## src/sv/gcd_pkg.sv

```systemverilog
// shared constants and types of the gcd and lcm unit
package gcd_pkg;

  localparam int unsigned OPERAND_BITS  = 31;
  localparam int unsigned MULTIPLE_BITS = 2 * OPERAND_BITS;
  localparam int unsigned CNT_BITS      = $clog2(OPERAND_BITS);

  typedef logic [OPERAND_BITS-1:0]  operand_t;
  typedef logic [MULTIPLE_BITS-1:0] multiple_t;
  typedef logic [CNT_BITS-1:0]      cnt_t;

  localparam cnt_t CNT_LAST = CNT_BITS'(OPERAND_BITS - 1);

  // commands from the controller to the datapath
  typedef struct packed {
    logic load;
    logic gcd_step;
    logic div_init;
    logic div_step;
    logic mul_step;
    logic res_load;
  } cmd_t;

  // status from the datapath to the controller
  typedef struct packed {
    logic in_zero;
    logic gcd_eq;
    logic cnt_last;
  } sts_t;

endpackage

```

## src/sv/gcd_if.sv

```systemverilog
// handshake channels of the gcd and lcm unit
interface gcd_in_if;
  logic              valid;
  logic              ready;
  gcd_pkg::operand_t operand_a;
  gcd_pkg::operand_t operand_b;

  modport source (output valid, output operand_a, output operand_b, input ready);
  modport sink   (input valid, input operand_a, input operand_b, output ready);
endinterface

interface gcd_out_if;
  logic               valid;
  logic               ready;
  gcd_pkg::operand_t  divisor_result;
  gcd_pkg::multiple_t multiple_result;
  logic               invalid;

  modport source (output valid, output divisor_result, output multiple_result,
                  output invalid, input ready);
  modport sink   (input valid, input divisor_result, input multiple_result,
                  input invalid, output ready);
endinterface

```

## src/sv/gcd_ctrl.sv

```systemverilog
// controller state machine of the gcd and lcm unit
module gcd_ctrl (
  input  logic          clk_i,
  input  logic          rst_ni,
  input  logic          in_valid_i,
  output logic          in_ready_o,
  output logic          out_valid_o,
  input  logic          out_ready_i,
  input  gcd_pkg::sts_t sts_i,
  output gcd_pkg::cmd_t cmd_o
);

  typedef enum logic [4:0] {
    ST_IDLE = 5'b00001,
    ST_GCD  = 5'b00010,
    ST_DIV  = 5'b00100,
    ST_MUL  = 5'b01000,
    ST_DONE = 5'b10000
  } state_e;

  state_e state_q, state_d;
  logic   out_valid_q, out_valid_d;
  logic   slot_free;

  assign in_ready_o  = (state_q == ST_IDLE);
  assign out_valid_o = out_valid_q;
  assign slot_free   = !out_valid_q || out_ready_i;

  always_comb begin
    state_d = state_q;
    cmd_o   = '0;
    unique case (state_q)
      ST_IDLE: begin
        if (in_valid_i) begin
          cmd_o.load = 1'b1;
          state_d    = sts_i.in_zero ? ST_DONE : ST_GCD;
        end
      end
      ST_GCD: begin
        if (sts_i.gcd_eq) begin
          cmd_o.div_init = 1'b1;
          state_d        = ST_DIV;
        end else begin
          cmd_o.gcd_step = 1'b1;
        end
      end
      ST_DIV: begin
        cmd_o.div_step = 1'b1;
        if (sts_i.cnt_last) state_d = ST_MUL;
      end
      ST_MUL: begin
        cmd_o.mul_step = 1'b1;
        if (sts_i.cnt_last) state_d = ST_DONE;
      end
      ST_DONE: begin
        if (slot_free) begin
          cmd_o.res_load = 1'b1;
          state_d        = ST_IDLE;
        end
      end
      default: state_d = ST_IDLE;
    endcase
  end

  always_comb begin
    out_valid_d = out_valid_q;
    if (out_ready_i) out_valid_d = 1'b0;
    if (cmd_o.res_load) out_valid_d = 1'b1;
  end

  always_ff @(posedge clk_i or negedge rst_ni) begin
    if (!rst_ni) begin
      state_q     <= ST_IDLE;
      out_valid_q <= 1'b0;
    end else begin
      state_q     <= state_d;
      out_valid_q <= out_valid_d;
    end
  end

endmodule

```

## src/sv/gcd_dp.sv

```systemverilog
// datapath of the gcd and lcm unit: binary gcd, restoring divide, shift-add multiply
module gcd_dp (
  input  logic               clk_i,
  input  gcd_pkg::cmd_t      cmd_i,
  input  gcd_pkg::operand_t  operand_a_i,
  input  gcd_pkg::operand_t  operand_b_i,
  output gcd_pkg::sts_t      sts_o,
  output gcd_pkg::operand_t  divisor_result_o,
  output gcd_pkg::multiple_t multiple_result_o,
  output logic               invalid_o
);

  localparam int unsigned OB = gcd_pkg::OPERAND_BITS;

  gcd_pkg::operand_t  a_q, a_d, b_q, b_d;
  gcd_pkg::operand_t  x_q, x_d, y_q, y_d;
  gcd_pkg::operand_t  g_q, g_d, rem_q, rem_d, quo_q, quo_d;
  gcd_pkg::multiple_t prod_q, prod_d;
  gcd_pkg::cnt_t      k_q, k_d, cnt_q, cnt_d;
  logic               inv_q, inv_d;
  gcd_pkg::operand_t  res_div_q, res_div_d;
  gcd_pkg::multiple_t res_mult_q, res_mult_d;
  logic               res_inv_q, res_inv_d;

  logic [OB:0]        rem_sh;
  logic               ge;
  logic [OB:0]        msum;

  assign sts_o.in_zero  = (operand_a_i == '0) || (operand_b_i == '0);
  assign sts_o.gcd_eq   = (x_q == y_q);
  assign sts_o.cnt_last = (cnt_q == gcd_pkg::CNT_LAST);

  assign divisor_result_o  = res_div_q;
  assign multiple_result_o = res_mult_q;
  assign invalid_o         = res_inv_q;

  // one restoring divide step: shift in the next dividend bit, trial subtract
  assign rem_sh = {rem_q, quo_q[OB-1]};
  assign ge     = (rem_sh >= {1'b0, g_q});
  // one shift-add multiply step on the upper half
  assign msum   = {1'b0, prod_q[2*OB-1:OB]} + (prod_q[0] ? {1'b0, b_q} : '0);

  always_comb begin
    a_d        = a_q;
    b_d        = b_q;
    x_d        = x_q;
    y_d        = y_q;
    k_d        = k_q;
    g_d        = g_q;
    rem_d      = rem_q;
    quo_d      = quo_q;
    prod_d     = prod_q;
    cnt_d      = cnt_q;
    inv_d      = inv_q;
    res_div_d  = res_div_q;
    res_mult_d = res_mult_q;
    res_inv_d  = res_inv_q;

    if (cmd_i.load) begin
      a_d   = operand_a_i;
      b_d   = operand_b_i;
      x_d   = operand_a_i;
      y_d   = operand_b_i;
      k_d   = '0;
      inv_d = sts_o.in_zero;
    end

    if (cmd_i.gcd_step) begin
      if (!x_q[0] && !y_q[0]) begin
        x_d = x_q >> 1;
        y_d = y_q >> 1;
        k_d = k_q + gcd_pkg::cnt_t'(1);
      end else if (!x_q[0]) begin
        x_d = x_q >> 1;
      end else if (!y_q[0]) begin
        y_d = y_q >> 1;
      end else if (x_q > y_q) begin
        x_d = x_q - y_q;
      end else begin
        y_d = y_q - x_q;
      end
    end

    if (cmd_i.div_init) begin
      g_d   = x_q << k_q;
      rem_d = '0;
      quo_d = a_q;
      cnt_d = '0;
    end

    if (cmd_i.div_step) begin
      rem_d = ge ? OB'(rem_sh - {1'b0, g_q}) : rem_sh[OB-1:0];
      quo_d = {quo_q[OB-2:0], ge};
      if (sts_o.cnt_last) begin
        // quotient complete: seed the multiplier with it
        prod_d = {{OB{1'b0}}, quo_q[OB-2:0], ge};
        cnt_d  = '0;
      end else begin
        cnt_d = cnt_q + gcd_pkg::cnt_t'(1);
      end
    end

    if (cmd_i.mul_step) begin
      prod_d = {msum, prod_q[OB-1:1]};
      cnt_d  = cnt_q + gcd_pkg::cnt_t'(1);
    end

    if (cmd_i.res_load) begin
      res_div_d  = inv_q ? '0 : g_q;
      res_mult_d = inv_q ? '0 : prod_q;
      res_inv_d  = inv_q;
    end
  end

  always_ff @(posedge clk_i) begin
    a_q        <= a_d;
    b_q        <= b_d;
    x_q        <= x_d;
    y_q        <= y_d;
    k_q        <= k_d;
    g_q        <= g_d;
    rem_q      <= rem_d;
    quo_q      <= quo_d;
    prod_q     <= prod_d;
    cnt_q      <= cnt_d;
    inv_q      <= inv_d;
    res_div_q  <= res_div_d;
    res_mult_q <= res_mult_d;
    res_inv_q  <= res_inv_d;
  end

endmodule

```

## src/sv/gcd_and_lcm_unit.sv

```systemverilog
// top level of the gcd and lcm unit
//
//   channel  dir  payload                                          handshake
//   in_i     in   operand_a, operand_b                             valid/ready
//   out_o    out  divisor_result, multiple_result, invalid         valid/ready
//
// one pair at a time: gcd by binary steps (one per cycle), then a restoring divide for
// a/gcd, then a shift-add multiply of that quotient by b, then the result is posted
// a zero operand skips the arithmetic: the controller goes from idle straight to done,
// which posts an invalid result
// the result sits in an output register, so a new pair is taken while it waits
// async active-low reset clears the controller only; no clearing pass
module gcd_and_lcm_unit (
  input  logic  clk_i,
  input  logic  rst_ni,
  gcd_in_if.sink    in_i,
  gcd_out_if.source out_o
);

  gcd_pkg::cmd_t cmd;
  gcd_pkg::sts_t sts;

  gcd_ctrl u_ctrl (
    .clk_i       (clk_i),
    .rst_ni      (rst_ni),
    .in_valid_i  (in_i.valid),
    .in_ready_o  (in_i.ready),
    .out_valid_o (out_o.valid),
    .out_ready_i (out_o.ready),
    .sts_i       (sts),
    .cmd_o       (cmd)
  );

  gcd_dp u_dp (
    .clk_i             (clk_i),
    .cmd_i             (cmd),
    .operand_a_i       (in_i.operand_a),
    .operand_b_i       (in_i.operand_b),
    .sts_o             (sts),
    .divisor_result_o  (out_o.divisor_result),
    .multiple_result_o (out_o.multiple_result),
    .invalid_o         (out_o.invalid)
  );

endmodule

```

## src/flat_wrapper.sv

```systemverilog
// flat-port wrapper written by rule: the top's interface ports become plain ports
module gcd_and_lcm_unit_flat 
  (clk_i, rst_ni, in_i_valid, in_i_operand_a, in_i_operand_b, in_i_ready, out_o_valid, out_o_divisor_result, out_o_multiple_result, out_o_invalid, out_o_ready);
  gcd_in_if in_i_i ();
  gcd_out_if out_o_i ();
  input  logic clk_i;
  input  logic rst_ni;
  input wire logic [$bits(in_i_i.valid)-1:0] in_i_valid;
  input wire logic [$bits(in_i_i.operand_a)-1:0] in_i_operand_a;
  input wire logic [$bits(in_i_i.operand_b)-1:0] in_i_operand_b;
  output wire logic [$bits(in_i_i.ready)-1:0] in_i_ready;
  output wire logic [$bits(out_o_i.valid)-1:0] out_o_valid;
  output wire logic [$bits(out_o_i.divisor_result)-1:0] out_o_divisor_result;
  output wire logic [$bits(out_o_i.multiple_result)-1:0] out_o_multiple_result;
  output wire logic [$bits(out_o_i.invalid)-1:0] out_o_invalid;
  input wire logic [$bits(out_o_i.ready)-1:0] out_o_ready;
  assign in_i_i.valid = in_i_valid;
  assign in_i_i.operand_a = in_i_operand_a;
  assign in_i_i.operand_b = in_i_operand_b;
  assign in_i_ready = in_i_i.ready;
  assign out_o_valid = out_o_i.valid;
  assign out_o_divisor_result = out_o_i.divisor_result;
  assign out_o_multiple_result = out_o_i.multiple_result;
  assign out_o_invalid = out_o_i.invalid;
  assign out_o_i.ready = out_o_ready;
  gcd_and_lcm_unit u_core (.clk_i(clk_i), .rst_ni(rst_ni), .in_i(in_i_i), .out_o(out_o_i));
endmodule
```

## config.mk

```make
export PLATFORM = sky130hd
export DESIGN_NAME = gcd_and_lcm_unit_flat
export DESIGN_NICKNAME = d
export VERILOG_FILES = /design/src/sv/gcd_pkg.sv /design/src/sv/gcd_if.sv /design/src/sv/gcd_ctrl.sv /design/src/sv/gcd_dp.sv /design/src/sv/gcd_and_lcm_unit.sv /design/src/flat_wrapper.sv
export SDC_FILE = /design/constraint.sdc
export NUM_CORES = 1
export LEC_CHECK = 0
export ABC_CLOCK_PERIOD_IN_PS = 20800
export BUFFER_PORTS_ARGS = -buffer_cell sky130_fd_sc_hd__buf_4
export CELL_PAD_IN_SITES_DETAIL_PLACEMENT = 1
export CELL_PAD_IN_SITES_GLOBAL_PLACEMENT = 2
export CORE_MARGIN = 2
export CORE_UTILIZATION = 43
export DETAILED_ROUTE_END_ITERATION = 10
export GPL_TIMING_DRIVEN = 0
export PLACE_DENSITY = 0.9
export SKIP_CTS_REPAIR_TIMING = 1
export SYNTH_ARGS = -nofsm -noshare
export SYNTH_HDL_FRONTEND = slang
export SYNTH_SLANG_ARGS = --single-unit
```

## constraint.sdc

```tcl
create_clock -name clk_i -period 20.8 [get_ports clk_i]
set_input_delay 4.16 -clock clk_i [delete_from_list [all_inputs] [get_ports clk_i]]
set_output_delay 4.16 -clock clk_i [all_outputs]
set_load 0.005 [all_outputs]
```

==> results of run 1 <==
==> through the flow <==
step / area, um^2 / power, uW / hold WS [ps] / cells / worst slack [ps]
2_1_floorplan: 23600 / 2580 / 467 / 2430 / 11780
3_3_place_gp: 25700 / 3300 / 500 / 3287 / 9930
3_5_place_dp: 25900 / 3340 / 510 / 3295 / 13910
4_1_cts: 27300 / 4110 / 527 / 3377 / 14540
5_1_grt: 27300 / 4360 / 558 / 3377 / 14380
6_report: 27300 / 4140 / 526 / 3377 / 14460
==> kinds of logic (layout without fill, tap and decap cells) <==
kind of cell,count (synthesis),in the layout,share of synthesized area [%]
buf+inv,241,492,3.99
xor+xnor,101,101,3.75
simple gates,881,881,17.1
flops,390,390,46.6
mux,120,120,5.56
compound gates,566,566,15.9
fa+ha+maj,131,131,7.07
==> worst max-delay path, delay by kind of cell <==
family | cells | cell delay (ps)
compound gates | 1 | 190
buf+inv | 5 | 2130
simple gates | 2 | 360
==> power groups by stage <==
stage | Sequential, uW | Clock [uW] | Combinational, uW
floorplan | 1110 | 0 | 1470
global placement | 1180 | 0 | 2120
detailed placement | 1180 | 0 | 2160
CTS | 1160 | 764 | 2180
global route | 1170 | 792 | 2390
finish | 1170 | 754 | 2220
==> layer usage <==
metal | vias to the layer above | part of all wire (%)
li1 | 9238 | -
met1 | 9977 | 44
met2 | 704 | 45
met3 | 149 | 6.6
met4 | 2 | 4.1
met5 | - | 0.015
==> registers in the layout, summed over array words and instances, names as in the netlist, 31 cells and up <==
| signal | count |
|---|---|
| u_core.u_dp.rem_q | 31 |
| u_core.u_dp.quo_q | 31 |
| u_core.u_dp.multiple_result_o | 62 |
| u_core.u_dp.y_q | 31 |
| u_core.u_dp.divisor_result_o | 31 |
| u_core.u_dp.x_q | 31 |
| u_core.u_dp.a_q | 31 |
| u_core.u_dp.b_q | 31 |
| u_core.u_dp.g_q | 31 |
| u_core.u_dp.prod_q | 62 |
==> cell type report <==
| cell class | count | area, um^2 |
|---|---|---|
| Fill cell | 6068 | 26800 |
| Multi-Input combinational cell | 1799 | 11700 |
| Sequential cell | 390 | 11000 |
| Timing Repair Buffer | 169 | 1370 |
| Clock buffer | 58 | 1150 |
| Tap cell | 696 | 871 |
| Buffer | 119 | 487 |
| Inverter | 122 | 458 |
| Clock inverter | 24 | 200 |
==> worst max path at each step <==
| stage | cells past startpoint | start | to |
|---|---|---|---|
| 2_1_floorplan | 2 | out_o_ready | u_core.u_dp.divisor_result_o[0] |
| 3_3_place_gp | 7 | u_core.u_dp.x_q[12] | u_core.u_dp.rem_q[17] |
| 3_5_place_dp | 8 | in_i_valid | u_core.u_dp.x_q[10] |
| 4_1_cts | 8 | in_i_valid | u_core.u_dp.x_q[10] |
| 5_1_grt | 8 | in_i_valid | u_core.u_dp.x_q[10] |
| 6_report | 8 | in_i_valid | u_core.u_dp.x_q[14] |
==> cell usage in the layout (no fill, tap or decap), types with 19 or more instances in the layout <==
cell         n
dfxtp_1     67
and2_1      39
clkbuf_1    96
nand3_1     35
edfxtp_1   317
mux2i_1    103
nor2b_1     79
o22ai_1     32
o21ai_0    109
clkbuf_16   44
xor2_1      44
a21o_1      58
a211oi_1    30
a21oi_1    153
buf_4      162
nor3_1      32
nand2_1    366
ha_1       127
nand4_1     31
o221ai_1    23
xnor2_1     57
nor2_1     205
nor4_1      19
inv_1      119
==> metrics, run 1 <==
Yosys top cell area share=40.3%; GPL Wtd Cong=0.955; CP dominant cell by count=nand2_1; DR vias/cell=5.94; vias in the first global route=20.4k; FF-to-FF Start=u_core.u_dp.x_q[12]; CTS Sinks=390; Worst R2R Setup Slack=15440 ps; initial antenna violation count=1; crit share post-route=30.5%; met2 GRT Util=47.7%; vias post-DR=20.1k; Core Area=54000 um^2; first-pass GRT wire length=129000 um; # IOs=162; Hold Crit Class=register to register; outcome=completed; Final ANT Viol Nets=0; Slew @ Worst Pin=1070 ps; P_int=2180 uW; Final Max Tran Viols=0; sequential share of the synthesized area=46.6%; critical path fanouts, max=38; Crit Path Class=input port to register; YS warnings=0; grt met1 use=41.8%; CP peak stage delay=840 ps; EDFF count, synth=317; final hold violations=0; Syn Nets=2627; Chip Width=238 um; I/O Buffers=161; Total Routed Length=86700 um; largest net degree at the start of global routing=39; Net Sw Frac=47.2%; synthesized cell area=23600 um^2; Static Leak=0.0111 uW; final design utilization=50.4%; WHS Endpoint=u_core.u_dp.quo_q[28]; pwr/cell area=152 nW/um^2; Root Buffer=clkbuf_16; Reg clk slew, reported paths=70 ps; clock share of power=18.2%; Worst VDD drop=85.6 uV; M3 GR Usage=4.88%; Starting Density=43.7%; top post-synthesis cells by count=nand2_1, edfxtp_1, nor2_1, a21oi_1, ha_1; TritonCTS clock tree=yes; max-capacitance violation count=0; Initial DRC Count=1561; Critical Path Start Type=input port; antenna cells=0; r2r worst-path depth=11; capturing point of the worst reg2reg path=u_core.u_dp.y_q[14]; drc violations=0; fmax=0.158 GHz; # rows=85; combinational group share of total power=53.6%; overflow left after global routing=0; Die H=238 um; Longest Clk Path Bufs=3; hold_sp=u_core.u_dp.a_q[28]; Arr. time, crit path=6870 ps; HPWL Detailed=69100 um; Tmin final=6340 ps; top_reg_cell synth=edfxtp_1; slew margin rel.=28.7%; area delta synth->final=15.4%; Total GRT Usage=30.3%; GRT Max-Usage Layer=met2; Post-Syn Area per Cell=9.72 um^2; H-tree levels=2; Cells after Synth=2430; Setup-failing EPs final=0; Netlist cell types=83; switching power=1950 uW; top-count cell post-synth=nand2_1; sequential share of power=28.2%; hold path cells=2; WL per Instance=25.7 um; worst skew pair latency=600 ps; total CTS buffers=44; CP Cell Sequence=buf_4 -> nand2_1 -> inv_2 -> buf_1 -> buf_2 -> buf_12 -> nand2_1 -> a31oi_1; synth top area cells=edfxtp_1, ha_1, nand2_1; die area=56800 um^2; CP max stage cell=buf_2; WP data required=21330 ps; Final nets=2842; unrepaired setup endpoints after global routing=false; dominant cell type by area after synthesis=edfxtp_1; post-synthesis sequential element count=390; ratio of cells with drive above 1 in the final layout=11.3%; drt first pass iters=5; skew final=26.3 ps; FFs w/ async S/R, synth=1.54%; TNS Setup=0 ps; crit end category=register
(Power assumes the default switching activity.)
==> inputs of run 2 (changes only) <==
--- a/config.mk
+++ b/config.mk
@@ -5,15 +5,15 @@
 export SDC_FILE = /design/constraint.sdc
 export NUM_CORES = 1
 export LEC_CHECK = 0
-export ABC_CLOCK_PERIOD_IN_PS = 20800
+export ABC_CLOCK_PERIOD_IN_PS = 6200
 export BUFFER_PORTS_ARGS = -buffer_cell sky130_fd_sc_hd__buf_4
 export CELL_PAD_IN_SITES_DETAIL_PLACEMENT = 1
 export CELL_PAD_IN_SITES_GLOBAL_PLACEMENT = 2
 export CORE_MARGIN = 2
-export CORE_UTILIZATION = 43
+export CORE_UTILIZATION = 40
 export DETAILED_ROUTE_END_ITERATION = 10
 export GPL_TIMING_DRIVEN = 0
-export PLACE_DENSITY = 0.9
+export PLACE_DENSITY = 0.84
 export SKIP_CTS_REPAIR_TIMING = 1
 export SYNTH_ARGS = -nofsm -noshare
 export SYNTH_HDL_FRONTEND = slang
==> constraint.sdc (replaced) <==
create_clock -name clk_i -period 6.2 [get_ports clk_i]
set_input_delay 1.24 -clock clk_i [delete_from_list [all_inputs] [get_ports clk_i]]
set_output_delay 1.24 -clock clk_i [all_outputs]
set_load 0.005 [all_outputs]
==> metrics, run 2 (synthesis gave the netlist of run 1 again) <==
Root Buffer=clkbuf_16; ratio of cells with drive above 1 in the final layout=11.6% (+0.30 points); final hold violations=0 (unchanged); Reg clk slew, reported paths=60 ps (about the same); # rows=89 (+4.7%); CP dominant cell by count=nand4_1; Static Leak=0.0112 uW (+0.26%); FF-to-FF Start=u_core.u_dp.x_q[12]; commonest non-fill, non-tap cell in the layout=nand2_1; fmax=0.193 GHz; # IOs=162 (unchanged); Final nets=2843 (+0.035%); crit end category=register; Longest Clk Path Bufs=3 (unchanged); Hold Crit Class=input port to asynchronous set/reset pin; crit share post-route=83.4%; Starting Density=40.2% (-3.5 points); Critical Path Start Type=register; placed cells=3373 (+2.4%); DR vias/cell=5.77 (-3.0%); drc violations=0 (unchanged); Final Max Tran Viols=0 (unchanged); TNS Setup=0 ps (unchanged); post-route cell area=27400 um^2 (+0.61%); die area=61000 um^2 (+7.4%); CP Cell Sequence=inv_1 -> ha_1 -> buf_2 -> nand4_1 -> nor4_2 -> nand4_1 -> and2_1 -> nand2_1 -> o21ai_0 -> clkbuf_1 -> a222oi_1; Die H=247 um (+3.6%); Setup-failing EPs final=0 (unchanged); first-pass GRT wire length=128000 um (-0.96%); Tmin final=5170 ps; max-capacitance violation count=0 (unchanged); area delta synth->final=16.1%; CP max stage cell=nor4_2; outcome=completed; Final ANT Viol Nets=0 (unchanged); r2r worst-path depth=11 (unchanged); Worst R2R Setup Slack=1030 ps (-14410 ps); capturing point of the worst reg2reg path=u_core.u_dp.y_q[14]; TritonCTS clock tree=yes; pwr/cell area=508 nW/um^2 (+230%); WL per Instance=24.9 um (-3.0%); critical path fanouts, max=10 (-74%); Crit Path Class=register to register; overflow left after global routing=0 (unchanged); Chip Width=247 um (+3.6%); WP data required=6670 ps (-14660 ps); Worst VDD drop=216 uV (+150%); commonest non-fill, non-tap cells in the layout=nand2_1, edfxtp_1, nor2_1; Design Power=13900 uW (+240%); CP peak stage delay=710 ps (-130 ps); Core Area=58700 um^2 (+8.6%); slew margin rel.=26.4% (-2.3 points); CTS Sinks=390 (unchanged); Total Routed Length=86000 um (-0.80%); unrepaired setup endpoints after global routing=false; largest net degree at the start of global routing=42 (+7.7%); vias post-DR=19.9k (-0.73%); total CTS buffers=44 (unchanged); vias in the first global route=20.2k (-0.84%); skew final=24.3 ps (-1.92 ps); HPWL Detailed=68500 um (-0.86%); drt first pass iters=6 (+1); Post-Layout Cell Count=3455 (+2.3%); Total GRT Usage=28.0% (-2.3 points); I/O Buffers=161 (unchanged); worst skew pair latency=580 ps (-20 ps); GPL Wtd Cong=0.937 (-1.9%); Area after DPL=26000 um^2 (+0.44%); Slew @ Worst Pin=1100 ps (+34.5 ps); Initial DRC Count=1411 (-9.6%); worst hold margin=467 ps (-58.3 ps); H-tree levels=2 (unchanged); initial antenna violation count=1 (unchanged); Arr. time, crit path=5640 ps (-1230 ps)
-- run 2: cell types whose count changed in the layout (fill, tap and decap cells not counted), sizes merged --
cell and change:
buf +1, clkbuf -2, clkinv -2, clkinvlp +4
diode +1, inv -1
-- run 2: worst max-delay path: cells and delay by family, from the launching register on --
kind                       cells  cell delay (ps)
AOI/OAI and AO/OA              2              710
DFF                            1              570
and+or+nand+nor                5             2470
buffers and inverters          3              930
adders and majority gates      1              360
-- run 2: report_power, final --
part	leakage [uW]	internal, uW	switching (uW)	total [uW]
Clock	0.000679	1450	1120	2570
Sequential	0.00358	3410	498	3910
Combinational	0.00690	2540	4900	7440
-- run 2: metal layers --
metal  up-vias  wire length, um  global-route usage [%]
li1       9236                -                       -
met1      9982            39700                    38.9
met2       573            38700                    44.3
met3       132             4520                    4.24
met4         0             3140                    9.85
met5         -                0                       0
-- run 2: worst max-delay path by stage --
stage / from / end / slack [ps]
floorplan: out_o_ready / u_core.u_dp.divisor_result_o[0] / 100
global placement: u_core.u_ctrl.state_q[4] / u_core.u_dp.prod_q[41] / -2460
detailed placement: u_core.u_dp.x_q[12] / u_core.u_dp.y_q[12] / 1170
CTS: u_core.u_dp.x_q[12] / u_core.u_dp.y_q[12] / 1130
global route: u_core.u_dp.x_q[12] / u_core.u_dp.y_q[12] / 860
finish: u_core.u_dp.x_q[12] / u_core.u_dp.y_q[14] / 1030
-- run 2: cell type report --
cell class | instances | area, um^2
antenna | 1 | 2.50
buffer | 119 | 487
clock buffer | 56 | 1230
clock inverter | 25 | 176
fill | 6635 | 31300
inverter | 122 | 458
multi-input combinational | 1799 | 11700
sequential | 390 | 11000
tap | 773 | 967
timing repair buffer | 170 | 1390
-- run 2: through the flow --
step                      utilization (%)  worst slack (ps)
after global placement               44.0             -2460
after global routing                 46.7               860
after floorplan                         -              95.3
final                                46.7              1030
after detailed placement             44.3              1170
after CTS                            46.7              1130
==> inputs of run 3 (changes only) <==
--- a/config.mk
+++ b/config.mk
@@ -5,15 +5,16 @@
 export SDC_FILE = /design/constraint.sdc
 export NUM_CORES = 1
 export LEC_CHECK = 0
-export ABC_CLOCK_PERIOD_IN_PS = 6200
+export ABC_AREA = 1
+export ABC_CLOCK_PERIOD_IN_PS = 5200
 export BUFFER_PORTS_ARGS = -buffer_cell sky130_fd_sc_hd__buf_4
 export CELL_PAD_IN_SITES_DETAIL_PLACEMENT = 1
 export CELL_PAD_IN_SITES_GLOBAL_PLACEMENT = 2
 export CORE_MARGIN = 2
-export CORE_UTILIZATION = 40
+export CORE_UTILIZATION = 36
 export DETAILED_ROUTE_END_ITERATION = 10
 export GPL_TIMING_DRIVEN = 0
-export PLACE_DENSITY = 0.84
+export PLACE_DENSITY = 0.83
 export SKIP_CTS_REPAIR_TIMING = 1
 export SYNTH_ARGS = -nofsm -noshare
 export SYNTH_HDL_FRONTEND = slang
==> constraint.sdc (replaced) <==
create_clock -name clk_i -period 5.2 [get_ports clk_i]
set_input_delay 1.04 -clock clk_i [delete_from_list [all_inputs] [get_ports clk_i]]
set_output_delay 1.04 -clock clk_i [all_outputs]
set_load 0.005 [all_outputs]
==> metrics, run 3 <==
outcome=completed; top-count cell post-synth=nand2_1; post-synthesis xor/xnor area fraction=1.69% (-2.1 points); Die H=273 um (+10%); fmax=0.218 GHz (+13%); Root Buffer=clkbuf_16; FFs w/ async S/R, synth=1.54% (unchanged); HPWL Detailed=87500 um (+28%); area delta synth->final=15.6%; largest family of logic cells by synthesized area=simple AND/OR/NAND/NOR gates; commonest non-fill, non-tap cells in the layout=nand2_1, inv_1, nor2_1; ratio of cells with drive above 1 in the final layout=8.59% (-3.0 points); dominant cell type by area after synthesis=edfxtp_1; Arr. time, crit path=5050 ps (-590 ps); Longest Clk Path Bufs=3 (unchanged); r2r worst-path depth=13 (+2); WL per Instance=22.6 um (-9.1%); Tmin final=4580 ps (-587 ps); antenna cells=0 (-1); Post-Syn Area per Cell=7.43 um^2 (-24%); slew margin rel.=30.6% (+4.2 points); I/O Buffers=161 (unchanged); critical path fanouts, max=11 (+1); TritonCTS clock tree=yes; pwr/cell area=617 nW/um^2 (+22%); unrepaired setup endpoints after global routing=false; vias in the first global route=24.7k (+22%); total CTS buffers=45 (+2.3%); YS warnings=0 (unchanged); synthesized cell area=26000 um^2 (+10%); Starting Density=36.3% (-3.9 points); vias post-DR=24.7k (+24%); Initial DRC Count=1840 (+30%); worst hold margin=245 ps (-223 ps); placed cells=4617 (+37%); Syn Nets=3696 (+41%); Setup WS pre-CTS=779 ps (-389 ps); # IOs=162 (unchanged); crit end category=register; Post-Synth Simple-Gate Area=25.5% (+8.4 points); Final Max Tran Viols=0 (unchanged); Worst R2R Setup Slack=620 ps (-410 ps); Netlist cell types=56 (-33%); Static Leak=0.0138 uW (+23%); Adder-Cell Fraction of Synth Area=6.42% (-0.64 points); Total GRT Usage=28.2% (+0.26 points); overflow left after global routing=0 (unchanged); Final ANT Viol Nets=0 (unchanged); top_reg_cell synth=edfxtp_1; Slew @ Worst Pin=1040 ps (-63.0 ps); Reg clk slew, reported paths=60 ps (about the same); Hold Crit Class=input port to asynchronous set/reset pin; DR vias/cell=5.26 (-8.8%); mux contribution to synthesized area=0.501% (-5.1 points); compound-cell area share of the yosys netlist=14.5% (-1.5 points); Crit Path Class=register to register; crit share post-route=88.1% (+4.7 points); TNS Setup=0 ps (unchanged); post-synthesis sequential element count=390 (unchanged); initial antenna violation count=5 (+4); Yosys top cell area share=36.6% (-3.7 points); H-tree levels=2 (unchanged); sequential share of the synthesized area=42.4% (-4.3 points); drc violations=0 (unchanged); # rows=98 (+10%); worst skew pair latency=610 ps (+30 ps); skew final=28.0 ps (+3.70 ps); Cells after Synth=3499 (+44%); drt first pass iters=5 (-1); Final nets=3911 (+38%); largest net degree at the start of global routing=72 (+71%); Total Routed Length=106000 um (+24%); Setup-failing EPs final=0 (unchanged); final hold violations=0 (unchanged); synth top area cells=edfxtp_1, nand2_1, inv_1; worst setup margin=618 ps (-413 ps); first-pass GRT wire length=157000 um (+23%); max-capacitance violation count=0 (unchanged); EDFF count, synth=317 (unchanged); die area=74300 um^2 (+22%); WP data required=5670 ps (-1000 ps); CTS Sinks=390 (unchanged); Post-Layout Cell Count=4698 (+36%); GPL Wtd Cong=0.971 (+3.6%); Core Area=71500 um^2 (+22%); Fill cells=8923 (+34%); Chip Width=273 um (+10%); commonest non-fill, non-tap cell in the layout=nand2_1; Critical Path Start Type=register; top post-synthesis cells by count=nand2_1, inv_1, nor2_1, edfxtp_1, o21ai_0; Worst VDD drop=289 uV (+33%)
run 3: cell count changes after synthesis, sizes merged, moves of 39 or more:
cell / before / now
nand2: 367 / 1032
a21o: 58 / 12
inv: 122 / 464
nand3: 35 / 155
o21ai: 116 / 316
and2: 40 / 1
nor2: 206 / 346
mux2i: 103 / 13
a21oi: 156 / 262
nor2b: 80 / 0
run 3: per-layer routing:
metal,vias to the layer above,track usage [%],wire [um]
met5,-,0,18
met3,184,3.17,5450
met4,4,13.0,5100
met1,11900,38.1,48100
met2,656,45.4,47700
li1,11900,-,-
run 3: layout make-up:
class	instances	area (um^2)	area share (%)
plain buffers	130	601	2.00
well taps	950	1190	3.96
clock buffers	56	1200	3.99
clock inverters	25	272	0.904
repair buffers	168	1360	4.52
flip-flops and latches	390	11000	36.7
multi-input cells	2511	12700	42.1
inverters	468	1760	5.85
run 3: stage by stage:
step	power (uW)	instance area (um^2)	utilization, %
finish	18500	30000	42.0
floorplan	11300	26000	-
detailed placement	15200	28600	40.0
CTS	18500	30000	42.0
global placement	15000	28400	39.7
global route	19800	30000	42.0
run 3: where the power goes:
group | leakage, uW | total (uW) | internal [uW] | switching (uW)
logic | 0.00949 | 10700 | 3150 | 7540
registers | 0.00356 | 4590 | 4060 | 530
clock network | 0.000708 | 3250 | 1850 | 1410
total | 0.0138 | 18500 | 9050 | 9480
run 3: logic make-up (layout without fill, tap and decap cells):
| family | count (synthesis) | after routing |
|---|---|---|
| AND/OR/NAND/NOR | 1623 | 1623 |
| AO/OA/AOI/OAI | 694 | 694 |
| buffers and inverters | 598 | 847 |
| flip-flops | 390 | 390 |
| adder cells (fa/ha/maj) | 131 | 131 |
| XOR/XNOR | 50 | 50 |
| multiplexers | 13 | 13 |
run 3: worst max-delay path, stage by stage (launching register included):
cell and delay, ps:
dfxtp_1 330, buf_2 200, inv_1 90, clkbuf_1 610
clkbuf_1 600, ha_1 360, inv_1 110, nand3_1 90
nor3_1 270, nand4_4 320, nand2_4 340, clkbuf_1 820
nand2_1 100, a21boi_1 180
run 3: worst paths after layout:
kind | startpoint | to
min in group clk_i | u_core.u_dp.a_q[29] | u_core.u_dp.quo_q[29]
min | rst_ni | u_core.u_ctrl.out_valid_o
min reg2reg | u_core.u_dp.a_q[29] | u_core.u_dp.quo_q[29]
max reg2reg | u_core.u_dp.x_q[0] | u_core.u_dp.x_q[28]
max | u_core.u_dp.x_q[0] | u_core.u_dp.x_q[28]
max in group asynchronous | rst_ni | u_core.u_ctrl.state_q[0]
